### config.mk
export PLATFORM = sky130hd
export DESIGN_NAME = block_range_work_splitter
export DESIGN_NICKNAME = d
export VERILOG_FILES = /design/src/rtl/brws_pkg.sv /design/src/rtl/brws_div.sv /design/src/rtl/brws_mul.sv /design/src/rtl/brws_dp.sv /design/src/rtl/brws_ctrl.sv /design/src/rtl/block_range_work_splitter.sv
export SDC_FILE = /design/constraint.sdc
export NUM_CORES = 2
export LEC_CHECK = 0
export BUFFER_PORTS_ARGS = -buffer_cell sky130_fd_sc_hd__buf_4
export CORE_MARGIN = 2
export CORE_UTILIZATION = 37
export CTS_BUF_LIST = sky130_fd_sc_hd__clkbuf_2
export CTS_CLUSTER_DIAMETER = 200
export CTS_CLUSTER_SIZE = 12
export DETAILED_ROUTE_END_ITERATION = 10
export PLACE_DENSITY_LB_ADDON = 0.1
export SETUP_SLACK_MARGIN = 0.02
export SKIP_CTS_REPAIR_TIMING = 1
export SLEW_MARGIN = 20
export SYNTH_ARGS = -nofsm -noshare
export SYNTH_HDL_FRONTEND = slang
export SYNTH_HIERARCHICAL = 1
export SYNTH_SLANG_ARGS = --single-unit
### constraint.sdc
create_clock -name clk -period 23.1 [get_ports clk]
set_input_delay 1.155 -clock clk [delete_from_list [all_inputs] [get_ports clk]]
set_output_delay 1.155 -clock clk [all_outputs]
set_load 0.02 [all_outputs]
### src/rtl/brws_pkg.sv
package brws_pkg;

	localparam int VAL_W      = 48;
	localparam int BS_W       = 32;
	localparam int NW_W       = 13;
	localparam int RANK_W     = 12;
	localparam int CFG_IDX_W  = 3;
	localparam int CFG_DATA_W = 48;
	localparam int MUL_CHUNK  = 16;
	localparam int MUL_STEPS  = VAL_W / MUL_CHUNK;

	localparam logic [CFG_IDX_W-1:0] CFG_BLOCK_SIZE   = 3'd0;
	localparam logic [CFG_IDX_W-1:0] CFG_TOTAL_BLOCKS = 3'd1;
	localparam logic [CFG_IDX_W-1:0] CFG_NUM_WORKERS  = 3'd2;
	localparam logic [CFG_IDX_W-1:0] CFG_WORKER_RANK  = 3'd3;
	localparam logic [CFG_IDX_W-1:0] CFG_CHECK_SMALL  = 3'd4;

	localparam logic [BS_W-1:0]   RST_BLOCK_SIZE   = 32'd4096;
	localparam logic [VAL_W-1:0]  RST_TOTAL_BLOCKS = '0;
	localparam logic [NW_W-1:0]   RST_NUM_WORKERS  = 13'd1;
	localparam logic [RANK_W-1:0] RST_WORKER_RANK  = '0;

	typedef struct packed {
		logic [47:0] file_size;
		logic        start_of_list;
	} file_t;

	typedef struct packed {
		logic        take_slice;
		logic [47:0] slice_offset;
		logic [47:0] slice_length;
		logic        slice_too_small;
		logic        range_done;
		logic [47:0] worker_block_count;
	} slice_t;

	typedef enum logic [3:0] {
		DP_NONE,
		DP_LOAD,
		DP_DIV_SHARE,
		DP_MUL_RANK,
		DP_MUL_NM1,
		DP_FIN_LIST,
		DP_END_BLK,
		DP_DIV_NB,
		DP_CAP_NB,
		DP_MUL_OFF,
		DP_CAP_OFF,
		DP_LEN_SIZE,
		DP_MUL_LEN,
		DP_CAP_LEN,
		DP_ADV,
		DP_OUT
	} dp_op_t;

	typedef struct packed {
		dp_op_t op;
	} dp_cmd_t;

	typedef struct packed {
		logic start_list;
		logic active;
		logic div_done;
		logic mul_done;
		logic overlap;
		logic need_off;
		logic short_owe;
	} dp_status_t;

endpackage

### src/rtl/brws_div.sv
module brws_div (
	input  logic                        clk,
	input  logic                        arst_n,
	input  logic                        start,
	input  logic [brws_pkg::VAL_W-1:0]  dividend,
	input  logic [brws_pkg::BS_W-1:0]   divisor,
	output logic                        done,
	output logic [brws_pkg::VAL_W-1:0]  quotient,
	output logic [brws_pkg::BS_W-1:0]   remainder
);

	localparam int CNT_W = $clog2(brws_pkg::VAL_W);

	logic [brws_pkg::VAL_W-1:0] dvd_q;
	logic [brws_pkg::BS_W-1:0]  dsr_q;
	logic [brws_pkg::BS_W-1:0]  rem_q;
	logic [CNT_W-1:0]           cnt_q;
	logic                       busy_q;
	logic                       done_q;
	logic [brws_pkg::BS_W:0]    shifted;
	logic [brws_pkg::BS_W:0]    diff;
	logic                       ge;

	assign shifted = {rem_q, dvd_q[brws_pkg::VAL_W-1]};
	assign ge      = shifted >= {1'b0, dsr_q};
	assign diff    = shifted - {1'b0, dsr_q};

	always_ff @(posedge clk or negedge arst_n) begin
		if (!arst_n) begin
			busy_q <= 1'b0;
			done_q <= 1'b0;
			cnt_q  <= '0;
		end else begin
			done_q <= 1'b0;
			if (start && !busy_q) begin
				busy_q <= 1'b1;
				cnt_q  <= '0;
			end else if (busy_q) begin
				if (cnt_q == CNT_W'(brws_pkg::VAL_W - 1)) begin
					busy_q <= 1'b0;
					done_q <= 1'b1;
				end
				cnt_q <= cnt_q + 1'b1;
			end
		end
	end

	always_ff @(posedge clk) begin
		if (start && !busy_q) begin
			dvd_q <= dividend;
			dsr_q <= divisor;
			rem_q <= '0;
		end else if (busy_q) begin
			rem_q <= ge ? diff[brws_pkg::BS_W-1:0] : shifted[brws_pkg::BS_W-1:0];
			dvd_q <= {dvd_q[brws_pkg::VAL_W-2:0], ge};
		end
	end

	assign done      = done_q;
	assign quotient  = dvd_q;
	assign remainder = rem_q;

endmodule

### src/rtl/brws_mul.sv
module brws_mul (
	input  logic                        clk,
	input  logic                        arst_n,
	input  logic                        start,
	input  logic [brws_pkg::VAL_W-1:0]  a,
	input  logic [brws_pkg::BS_W-1:0]   b,
	output logic                        done,
	output logic [brws_pkg::VAL_W-1:0]  product
);

	localparam int CNT_W  = $clog2(brws_pkg::MUL_STEPS);
	localparam int PROD_W = brws_pkg::MUL_CHUNK + brws_pkg::BS_W;

	logic [brws_pkg::VAL_W-1:0]     a_q;
	logic [brws_pkg::BS_W-1:0]      b_q;
	logic [brws_pkg::VAL_W-1:0]     acc_q;
	logic [CNT_W-1:0]               cnt_q;
	logic                           busy_q;
	logic                           done_q;
	logic [brws_pkg::MUL_CHUNK-1:0] chunk;
	logic [PROD_W-1:0]              part;
	logic [brws_pkg::VAL_W-1:0]     part_ext;

	assign chunk    = a_q[cnt_q*brws_pkg::MUL_CHUNK +: brws_pkg::MUL_CHUNK];
	assign part     = PROD_W'(chunk) * PROD_W'(b_q);
	assign part_ext = brws_pkg::VAL_W'(part) << (cnt_q * brws_pkg::MUL_CHUNK);

	always_ff @(posedge clk or negedge arst_n) begin
		if (!arst_n) begin
			busy_q <= 1'b0;
			done_q <= 1'b0;
			cnt_q  <= '0;
		end else begin
			done_q <= 1'b0;
			if (start && !busy_q) begin
				busy_q <= 1'b1;
				cnt_q  <= '0;
			end else if (busy_q) begin
				if (cnt_q == CNT_W'(brws_pkg::MUL_STEPS - 1)) begin
					busy_q <= 1'b0;
					done_q <= 1'b1;
					cnt_q  <= '0;
				end else begin
					cnt_q <= cnt_q + 1'b1;
				end
			end
		end
	end

	always_ff @(posedge clk) begin
		if (start && !busy_q) begin
			a_q   <= a;
			b_q   <= b;
			acc_q <= '0;
		end else if (busy_q) begin
			acc_q <= acc_q + part_ext;
		end
	end

	assign done    = done_q;
	assign product = acc_q;

endmodule

### src/rtl/brws_dp.sv
module brws_dp (
	input  logic                             clk,
	input  logic                             arst_n,
	input  brws_pkg::dp_cmd_t                cmd,
	output brws_pkg::dp_status_t             status,
	input  brws_pkg::file_t                  file,
	output brws_pkg::slice_t                 slice,
	input  logic                             cfg_wr_en,
	input  logic [brws_pkg::CFG_IDX_W-1:0]   cfg_index,
	input  logic [brws_pkg::CFG_DATA_W-1:0]  cfg_data
);

	localparam int VW = brws_pkg::VAL_W;

	logic [brws_pkg::BS_W-1:0]   block_size_q;
	logic [VW-1:0]               total_blocks_q;
	logic [brws_pkg::NW_W-1:0]   num_workers_q;
	logic [brws_pkg::RANK_W-1:0] worker_rank_q;
	logic                        check_small_q;

	logic [VW-1:0] next_idx_q;
	logic [VW-1:0] owed_q;
	logic [VW-1:0] first_q;
	logic [VW-1:0] end_q;
	logic [VW-1:0] owned_q;

	logic [VW-1:0] size_q;
	logic          start_q;
	logic [VW-1:0] share_q;
	logic [VW-1:0] nb_q;
	logic          take_q;
	logic [VW-1:0] off_q;
	logic [VW-1:0] len_q;
	logic          small_q;
	brws_pkg::slice_t out_q;

	logic [brws_pkg::BS_W-1:0] bs_eff;
	logic [brws_pkg::NW_W-1:0] n_eff;
	logic                      rank_ok;
	logic                      rank_last;
	logic [VW:0]               sum_nb;
	logic [VW-1:0]             inner;
	logic [VW-1:0]             remaining;
	logic                      need_off;

	logic                      div_start;
	logic [VW-1:0]             div_dvd;
	logic [brws_pkg::BS_W-1:0] div_dsr;
	logic                      div_done;
	logic [VW-1:0]             div_q;
	logic [brws_pkg::BS_W-1:0] div_r;

	logic                      mul_start;
	logic [VW-1:0]             mul_a;
	logic [brws_pkg::BS_W-1:0] mul_b;
	logic                      mul_done;
	logic [VW-1:0]             mul_p;

	assign bs_eff    = (block_size_q == '0) ? brws_pkg::BS_W'(1) : block_size_q;
	assign n_eff     = (num_workers_q == '0) ? brws_pkg::NW_W'(1) : num_workers_q;
	assign rank_ok   = {1'b0, worker_rank_q} < n_eff;
	assign rank_last = {1'b0, worker_rank_q} == (n_eff - 1'b1);
	assign sum_nb    = {1'b0, next_idx_q} + {1'b0, nb_q};
	assign need_off  = first_q > next_idx_q;
	assign inner     = first_q - next_idx_q;
	assign remaining = nb_q - (need_off ? inner : '0);

	always_comb begin
		status            = '0;
		status.start_list = start_q;
		status.active     = (size_q != '0) && (owned_q != '0) && (next_idx_q < end_q);
		status.div_done   = div_done;
		status.mul_done   = mul_done;
		status.overlap    = sum_nb > {1'b0, first_q};
		status.need_off   = need_off;
		status.short_owe  = owed_q < remaining;
	end

	always_comb begin
		div_start = (cmd.op == brws_pkg::DP_DIV_SHARE) || (cmd.op == brws_pkg::DP_DIV_NB);
		if (cmd.op == brws_pkg::DP_DIV_SHARE) begin
			div_dvd = total_blocks_q;
			div_dsr = brws_pkg::BS_W'(n_eff);
		end else begin
			div_dvd = size_q;
			div_dsr = bs_eff;
		end
	end

	always_comb begin
		mul_start = 1'b0;
		mul_a     = owed_q;
		mul_b     = bs_eff;
		unique case (cmd.op)
			brws_pkg::DP_MUL_RANK: begin
				mul_start = 1'b1;
				mul_a     = div_q;
				mul_b     = brws_pkg::BS_W'(worker_rank_q);
			end
			brws_pkg::DP_MUL_NM1: begin
				mul_start = 1'b1;
				mul_a     = share_q;
				mul_b     = brws_pkg::BS_W'(n_eff - 1'b1);
			end
			brws_pkg::DP_MUL_OFF: begin
				mul_start = 1'b1;
				mul_a     = inner;
			end
			brws_pkg::DP_MUL_LEN: begin
				mul_start = 1'b1;
			end
			default: begin
			end
		endcase
	end

	brws_div u_div (
		.clk       (clk),
		.arst_n    (arst_n),
		.start     (div_start),
		.dividend  (div_dvd),
		.divisor   (div_dsr),
		.done      (div_done),
		.quotient  (div_q),
		.remainder (div_r)
	);

	brws_mul u_mul (
		.clk     (clk),
		.arst_n  (arst_n),
		.start   (mul_start),
		.a       (mul_a),
		.b       (mul_b),
		.done    (mul_done),
		.product (mul_p)
	);

	always_ff @(posedge clk or negedge arst_n) begin
		if (!arst_n) begin
			block_size_q   <= brws_pkg::RST_BLOCK_SIZE;
			total_blocks_q <= brws_pkg::RST_TOTAL_BLOCKS;
			num_workers_q  <= brws_pkg::RST_NUM_WORKERS;
			worker_rank_q  <= brws_pkg::RST_WORKER_RANK;
			check_small_q  <= 1'b0;
		end else if (cfg_wr_en) begin
			case (cfg_index)
				brws_pkg::CFG_BLOCK_SIZE:   block_size_q   <= cfg_data[brws_pkg::BS_W-1:0];
				brws_pkg::CFG_TOTAL_BLOCKS: total_blocks_q <= cfg_data[VW-1:0];
				brws_pkg::CFG_NUM_WORKERS:  num_workers_q  <= cfg_data[brws_pkg::NW_W-1:0];
				brws_pkg::CFG_WORKER_RANK:  worker_rank_q  <= cfg_data[brws_pkg::RANK_W-1:0];
				brws_pkg::CFG_CHECK_SMALL:  check_small_q  <= cfg_data[0];
				default: begin
				end
			endcase
		end
	end

	always_ff @(posedge clk or negedge arst_n) begin
		if (!arst_n) begin
			next_idx_q <= '0;
			owed_q     <= '0;
			first_q    <= '0;
			end_q      <= '0;
			owned_q    <= '0;
		end else begin
			unique case (cmd.op)
				brws_pkg::DP_MUL_NM1: begin
					first_q <= mul_p;
				end
				brws_pkg::DP_FIN_LIST: begin
					next_idx_q <= '0;
					if (!rank_ok) begin
						first_q <= '0;
						owed_q  <= '0;
						owned_q <= '0;
					end else if (rank_last) begin
						owed_q  <= total_blocks_q - mul_p;
						owned_q <= total_blocks_q - mul_p;
					end else begin
						owed_q  <= share_q;
						owned_q <= share_q;
					end
				end
				brws_pkg::DP_END_BLK: begin
					end_q <= first_q + owned_q;
				end
				brws_pkg::DP_LEN_SIZE: begin
					owed_q <= owed_q - remaining;
				end
				brws_pkg::DP_CAP_LEN: begin
					owed_q <= '0;
				end
				brws_pkg::DP_ADV: begin
					next_idx_q <= sum_nb[VW] ? '1 : sum_nb[VW-1:0];
				end
				default: begin
				end
			endcase
		end
	end

	always_ff @(posedge clk) begin
		unique case (cmd.op)
			brws_pkg::DP_LOAD: begin
				size_q  <= file.file_size;
				start_q <= file.start_of_list;
				take_q  <= 1'b0;
				off_q   <= '0;
				len_q   <= '0;
				small_q <= 1'b0;
			end
			brws_pkg::DP_MUL_RANK: begin
				share_q <= div_q;
			end
			brws_pkg::DP_CAP_NB: begin
				nb_q <= div_q + VW'(div_r != '0);
			end
			brws_pkg::DP_CAP_OFF: begin
				off_q <= mul_p;
			end
			brws_pkg::DP_LEN_SIZE: begin
				len_q  <= size_q - off_q;
				take_q <= 1'b1;
			end
			brws_pkg::DP_CAP_LEN: begin
				len_q  <= mul_p;
				take_q <= 1'b1;
			end
			brws_pkg::DP_ADV: begin
				small_q <= take_q && check_small_q && (len_q < VW'(bs_eff));
			end
			brws_pkg::DP_OUT: begin
				out_q.take_slice         <= take_q;
				out_q.slice_offset       <= off_q;
				out_q.slice_length       <= len_q;
				out_q.slice_too_small    <= small_q;
				out_q.range_done         <= (owned_q == '0) || (next_idx_q >= end_q);
				out_q.worker_block_count <= owned_q;
			end
			default: begin
			end
		endcase
	end

	assign slice = out_q;

endmodule

### src/rtl/brws_ctrl.sv
module brws_ctrl (
	input  logic                 clk,
	input  logic                 arst_n,
	input  logic                 file_valid,
	output logic                 file_stall,
	output logic                 slice_valid,
	input  logic                 slice_stall,
	output brws_pkg::dp_cmd_t    cmd,
	input  brws_pkg::dp_status_t status
);

	typedef enum logic [3:0] {
		S_IDLE,
		S_BEGIN,
		S_SH_DIV,
		S_SH_MUL1,
		S_SH_MUL2,
		S_SH_END,
		S_CHECK,
		S_NB_DIV,
		S_OVL,
		S_OFF_MUL,
		S_LEN,
		S_LEN_MUL,
		S_ADV,
		S_DONE
	} state_t;

	state_t state_q;
	logic   slice_valid_q;
	logic   out_free;

	assign out_free = !slice_valid_q || !slice_stall;

	always_ff @(posedge clk or negedge arst_n) begin
		if (!arst_n) begin
			state_q       <= S_IDLE;
			slice_valid_q <= 1'b0;
		end else begin
			if (state_q == S_DONE && out_free) begin
				slice_valid_q <= 1'b1;
			end else if (!slice_stall) begin
				slice_valid_q <= 1'b0;
			end
			unique case (state_q)
				S_IDLE:    if (file_valid) state_q <= S_BEGIN;
				S_BEGIN:   state_q <= status.start_list ? S_SH_DIV : S_CHECK;
				S_SH_DIV:  if (status.div_done) state_q <= S_SH_MUL1;
				S_SH_MUL1: if (status.mul_done) state_q <= S_SH_MUL2;
				S_SH_MUL2: if (status.mul_done) state_q <= S_SH_END;
				S_SH_END:  state_q <= S_CHECK;
				S_CHECK:   state_q <= status.active ? S_NB_DIV : S_DONE;
				S_NB_DIV:  if (status.div_done) state_q <= S_OVL;
				S_OVL: begin
					priority if (!status.overlap) state_q <= S_ADV;
					else if (status.need_off) state_q <= S_OFF_MUL;
					else state_q <= S_LEN;
				end
				S_OFF_MUL: if (status.mul_done) state_q <= S_LEN;
				S_LEN:     state_q <= status.short_owe ? S_LEN_MUL : S_ADV;
				S_LEN_MUL: if (status.mul_done) state_q <= S_ADV;
				S_ADV:     state_q <= S_DONE;
				S_DONE:    if (out_free) state_q <= S_IDLE;
				default:   state_q <= S_IDLE;
			endcase
		end
	end

	always_comb begin
		cmd.op = brws_pkg::DP_NONE;
		unique case (state_q)
			S_IDLE:    if (file_valid) cmd.op = brws_pkg::DP_LOAD;
			S_BEGIN:   if (status.start_list) cmd.op = brws_pkg::DP_DIV_SHARE;
			S_SH_DIV:  if (status.div_done) cmd.op = brws_pkg::DP_MUL_RANK;
			S_SH_MUL1: if (status.mul_done) cmd.op = brws_pkg::DP_MUL_NM1;
			S_SH_MUL2: if (status.mul_done) cmd.op = brws_pkg::DP_FIN_LIST;
			S_SH_END:  cmd.op = brws_pkg::DP_END_BLK;
			S_CHECK:   if (status.active) cmd.op = brws_pkg::DP_DIV_NB;
			S_NB_DIV:  if (status.div_done) cmd.op = brws_pkg::DP_CAP_NB;
			S_OVL:     if (status.overlap && status.need_off) cmd.op = brws_pkg::DP_MUL_OFF;
			S_OFF_MUL: if (status.mul_done) cmd.op = brws_pkg::DP_CAP_OFF;
			S_LEN: begin
				cmd.op = status.short_owe ? brws_pkg::DP_MUL_LEN : brws_pkg::DP_LEN_SIZE;
			end
			S_LEN_MUL: if (status.mul_done) cmd.op = brws_pkg::DP_CAP_LEN;
			S_ADV:     cmd.op = brws_pkg::DP_ADV;
			S_DONE:    if (out_free) cmd.op = brws_pkg::DP_OUT;
			default:   cmd.op = brws_pkg::DP_NONE;
		endcase
	end

	assign file_stall  = state_q != S_IDLE;
	assign slice_valid = slice_valid_q;

endmodule

### src/rtl/block_range_work_splitter.sv
// Splits a list of files, seen as one contiguous run of blocks, among workers
// and reports this worker's share of each file.
// The file channel carries one file size per transfer; start_of_list marks the
// first file of a list and restarts block counting from the current registers.
// The slice channel returns exactly one result per file, in order.
// Configuration is written through the plain write port; the user must write it
// only while the block is idle; the block itself has no guard for this.
// Each file passes through the 48-step radix-2 divider that counts its blocks
// and, where needed, the three-step multiplier. A file that starts a list
// first takes a divide and two multiplies that set up the owned range.
// A zero-size file, or one that arrives after the range is done, skips the
// block count and the slice arithmetic.
// One file is worked on at a time; the next one is taken while the previous
// result still waits in the output register.
// When the receiver stalls, the result holds and the block stops after
// finishing the following file.
// Reset restores the register defaults and leaves the owned range empty.
module block_range_work_splitter (
	input  logic                             clk,
	input  logic                             arst_n,
	input  logic                             file_valid,
	output logic                             file_stall,
	input  brws_pkg::file_t                  file,
	output logic                             slice_valid,
	input  logic                             slice_stall,
	output brws_pkg::slice_t                 slice,
	input  logic                             cfg_wr_en,
	input  logic [brws_pkg::CFG_IDX_W-1:0]   cfg_index,
	input  logic [brws_pkg::CFG_DATA_W-1:0]  cfg_data
);

	brws_pkg::dp_cmd_t    cmd;
	brws_pkg::dp_status_t status;

	brws_ctrl u_ctrl (
		.clk         (clk),
		.arst_n      (arst_n),
		.file_valid  (file_valid),
		.file_stall  (file_stall),
		.slice_valid (slice_valid),
		.slice_stall (slice_stall),
		.cmd         (cmd),
		.status      (status)
	);

	brws_dp u_dp (
		.clk       (clk),
		.arst_n    (arst_n),
		.cmd       (cmd),
		.status    (status),
		.file      (file),
		.slice     (slice),
		.cfg_wr_en (cfg_wr_en),
		.cfg_index (cfg_index),
		.cfg_data  (cfg_data)
	);

endmodule

==> results.md <==
* Async set or reset register ratio after synthesis at 0.366
* CTS max path bufs at 3
* Initial drt markers at 7043
* Rel. slew slack at 0.174
* GRT Total Usage at 0.286
* FF-to-FF setup slack at 8480 ps
* CTS buffer count at 92
* Yosys top cell by area: edfxtp_1
* Final setup violation count at 0
* Die outline width at 478 microns
* RSZ-0062 raised after global routing: false
* Largest family of logic cells by synthesized area: adder cells
* Reg-to-reg endpoint: u_dp/u_mul/a_q[41]$_DFFE_PP_
* Starting density of the core at 0.373
* GRT overflow at 0
* Mean post-synth cell area at between 9 and 10 sq um
* XOR/XNOR Fraction of Synth Area at 0.0485
* Crit path largest cell delay at 880 ps
* Routed via count at between 70k and 80k
* WP data required at ~24000 ps
* Antenna Violating Nets Remaining at 0
* Slowest-stage cell, CP: nor2_1
* Sequential share of the synthesized area at 0.327
* Pre-antenna DRT Iters at 6
* Critical path endpoint category: register
* Fin nets at 10.5k
* Placer Congestion at around 0.97
* Worst endpoint data arrival time at ~16000 ps
* Number of port buffers at between 200 and 300
* Synth cell types at approximately 120
* Crit path kind: register to register
* Synth Area in Compound Gates at 0.180
* #FFs+latches synth at between 900 and 1k
* Post-synthesis mux area share at 0.0200
* Setup TNS at 0 ps
* DRT Wirelength at roughly 330 mm
* Clock H-tree levels at 3
* Die Y at approximately 480 microns
* Min-Delay Path Depth at 6
* Max reg flops at 147
* First-pass GRT wire length at about 480 mm
* Synth top area share at 0.199
* Synth area leaders: edfxtp_1 20%, dfrtp_1 11%, fa_1 10%
* Layout cells sized above 1 at 0.0851
* Cell Rows at about 170
* Routed vias/inst at between 5 and 6
* Worst Tran Pin Value at around 1200 ps
* Vias in the first global route at around 70k
* CORE AREA at 223000 sq um
* Max-Cap Viols at 0
* Post-Synthesis Cells at 9168
* Crit path depth at 47
* WL/cell at around 27 microns
* CP dominant cell by count: a21oi_1
* Post-Synthesis Cell Area at 83100 sq um
* Yosys warnings at 6
* Synth Area in Simple Gates at 0.156
* Critical Path Start Type: register
* Syn_nets at ~10k
* Initial antenna violation count at 27
* Most common cell after layout, fill and taps aside: nand2_1
* Post-Synth Adder-Cell Area at 0.205
* Cell count of the worst reg-to-reg path at 47
* Final Hold Viols at 0
* Area Overhead vs Synth at 8.79%
* Status: finished, final reports clean
* Worst min path class: input port to register
* Die ar. at between 200000 and 250000 sq um
* Min Tclk post-route at roughly 15000 ps
* Fin crit share at 0.633
* Reg2reg start: u_dp/first_q[0]$_DFFE_PN0P_
* Top Ports at about 250
* Max Freq at between 0.06 and 0.07 GHz
* Crit-path leading delay family: compound AO/OA/AOI/OAI gates
* Clk_lat worst skew at roughly 1800 ps
* Largest net degree at the start of global routing at 119
* Worst Hold Endpoint: u_ctrl/state_q[1]$_DFFE_PN0P_
* CP max FO at a little over 50
* Worst path bufs/invs at 7
* Post-DP HPWL at about 270 mm
* Number of remaining DRC errors at 0
* CTS clk-pin slew, worst paths at approximately 300 ps
* Max-slew violations at 0
* TritonCTS clock tree: built
* EDFF count, synth at 550
* Most frequent cells in the layout: 1233 x nand2_1, 931 x inv_1, 675 x ha_1
* Clk sink count at 993
* Setup Skew at 213 ps
* Clk Tree Root Cell: clkbuf_2
* Main synth FF type: edfxtp_1
* Hold wc startpoint: file_valid
[stage by stage]
stage / hold slack (ps) / area (sq um) / utilization / setup WS (ps) / instances
finish: 118 / 90400 / 0.406 / 8480 / 12400
global route: -39.4 / 90400 / 0.406 / 7820 / 12400
CTS: -780 / 89000 / 0.399 / 9040 / 12300
detailed placement: 462 / 88100 / 0.395 / 9270 / 12100
global placement: 443 / 88000 / 0.395 / 9130 / 12100
floorplan: 400 / 83100 / - / 8250 / 9168
[cell families (layout without fill, tap and decap cells)]
kind of cell	count (synthesis)	after routing
other	0	14
adders and majority gates	1102	1102
DFF	993	993
buffers and inverters	1349	1600
xor gates and xnor gates	458	458
muxes	151	151
and+or+nand+nor	2782	2782
AOI/OAI and AO/OA	2333	2333
[routing by layer]
layer / wire length (microns) / up-vias / GRT usage
met5: 53 / - / 0
met1: 147000 / 35300 / 0.393
met4: 15000 / 8 / 0.112
li1: - / 32300 / -
met3: 18500 / 476 / 0.0298
met2: 154000 / 2413 / 0.461
[worst reg2reg max path, delay by kind of cell (launching register included)]
family / cells / cell delay [ps]
xor gates and xnor gates: 1 / 140
AOI/OAI and AO/OA: 25 / 7290
DFF: 1 / 480
and+or+nand+nor: 9 / 3060
buffers and inverters: 7 / 1910
adders and majority gates: 5 / 1190
[cells in the mapped netlist, types with 253 or more instances]
library cell / count
xnor2_1: 253
nor2_1: 482
dfrtp_1: 361
a21oi_1: 570
ha_1: 675
inv_1: 935
o21ai_0: 596
clkbuf_1: 320
a21o_1: 296
fa_1: 427
edfxtp_1: 550
nand2_1: 1240
[area by class of cell]
type / instances / area, sq um
diodes: 14 / 35.0
repair buffers: 489 / 4120
clock inverters: 8 / 72.6
inverters: 937 / 3520
flip-flops and latches: 993 / 27200
multi-input cells: 6826 / 50900
clock buffers: 166 / 831
well taps: 2975 / 3720
fillers: 22400 / 132000
[worst max-delay path by stage]
stage	startpoint	end	slack (ps)
2_1_floorplan	u_dp/next_idx_q[0]$_DFFE_PN0P_	u_dp/slice[0]$_DFFE_PN_	8250
3_3_place_gp	u_dp/first_q[0]$_DFFE_PN0P_	u_dp/u_mul/a_q[2]$_DFFE_PP_	9130
3_5_place_dp	u_dp/first_q[0]$_DFFE_PN0P_	u_dp/u_mul/a_q[43]$_DFFE_PP_	9270
4_1_cts	u_dp/first_q[0]$_DFFE_PN0P_	u_dp/u_mul/a_q[42]$_DFFE_PP_	9040
5_1_grt	u_dp/first_q[0]$_DFFE_PN0P_	u_dp/u_mul/a_q[41]$_DFFE_PP_	7820
6_report	u_dp/first_q[0]$_DFFE_PN0P_	u_dp/u_mul/a_q[41]$_DFFE_PP_	8480
Power is not shown: default switching activity piles up to over one toggle a cycle in this logic, so the estimate is an artifact.
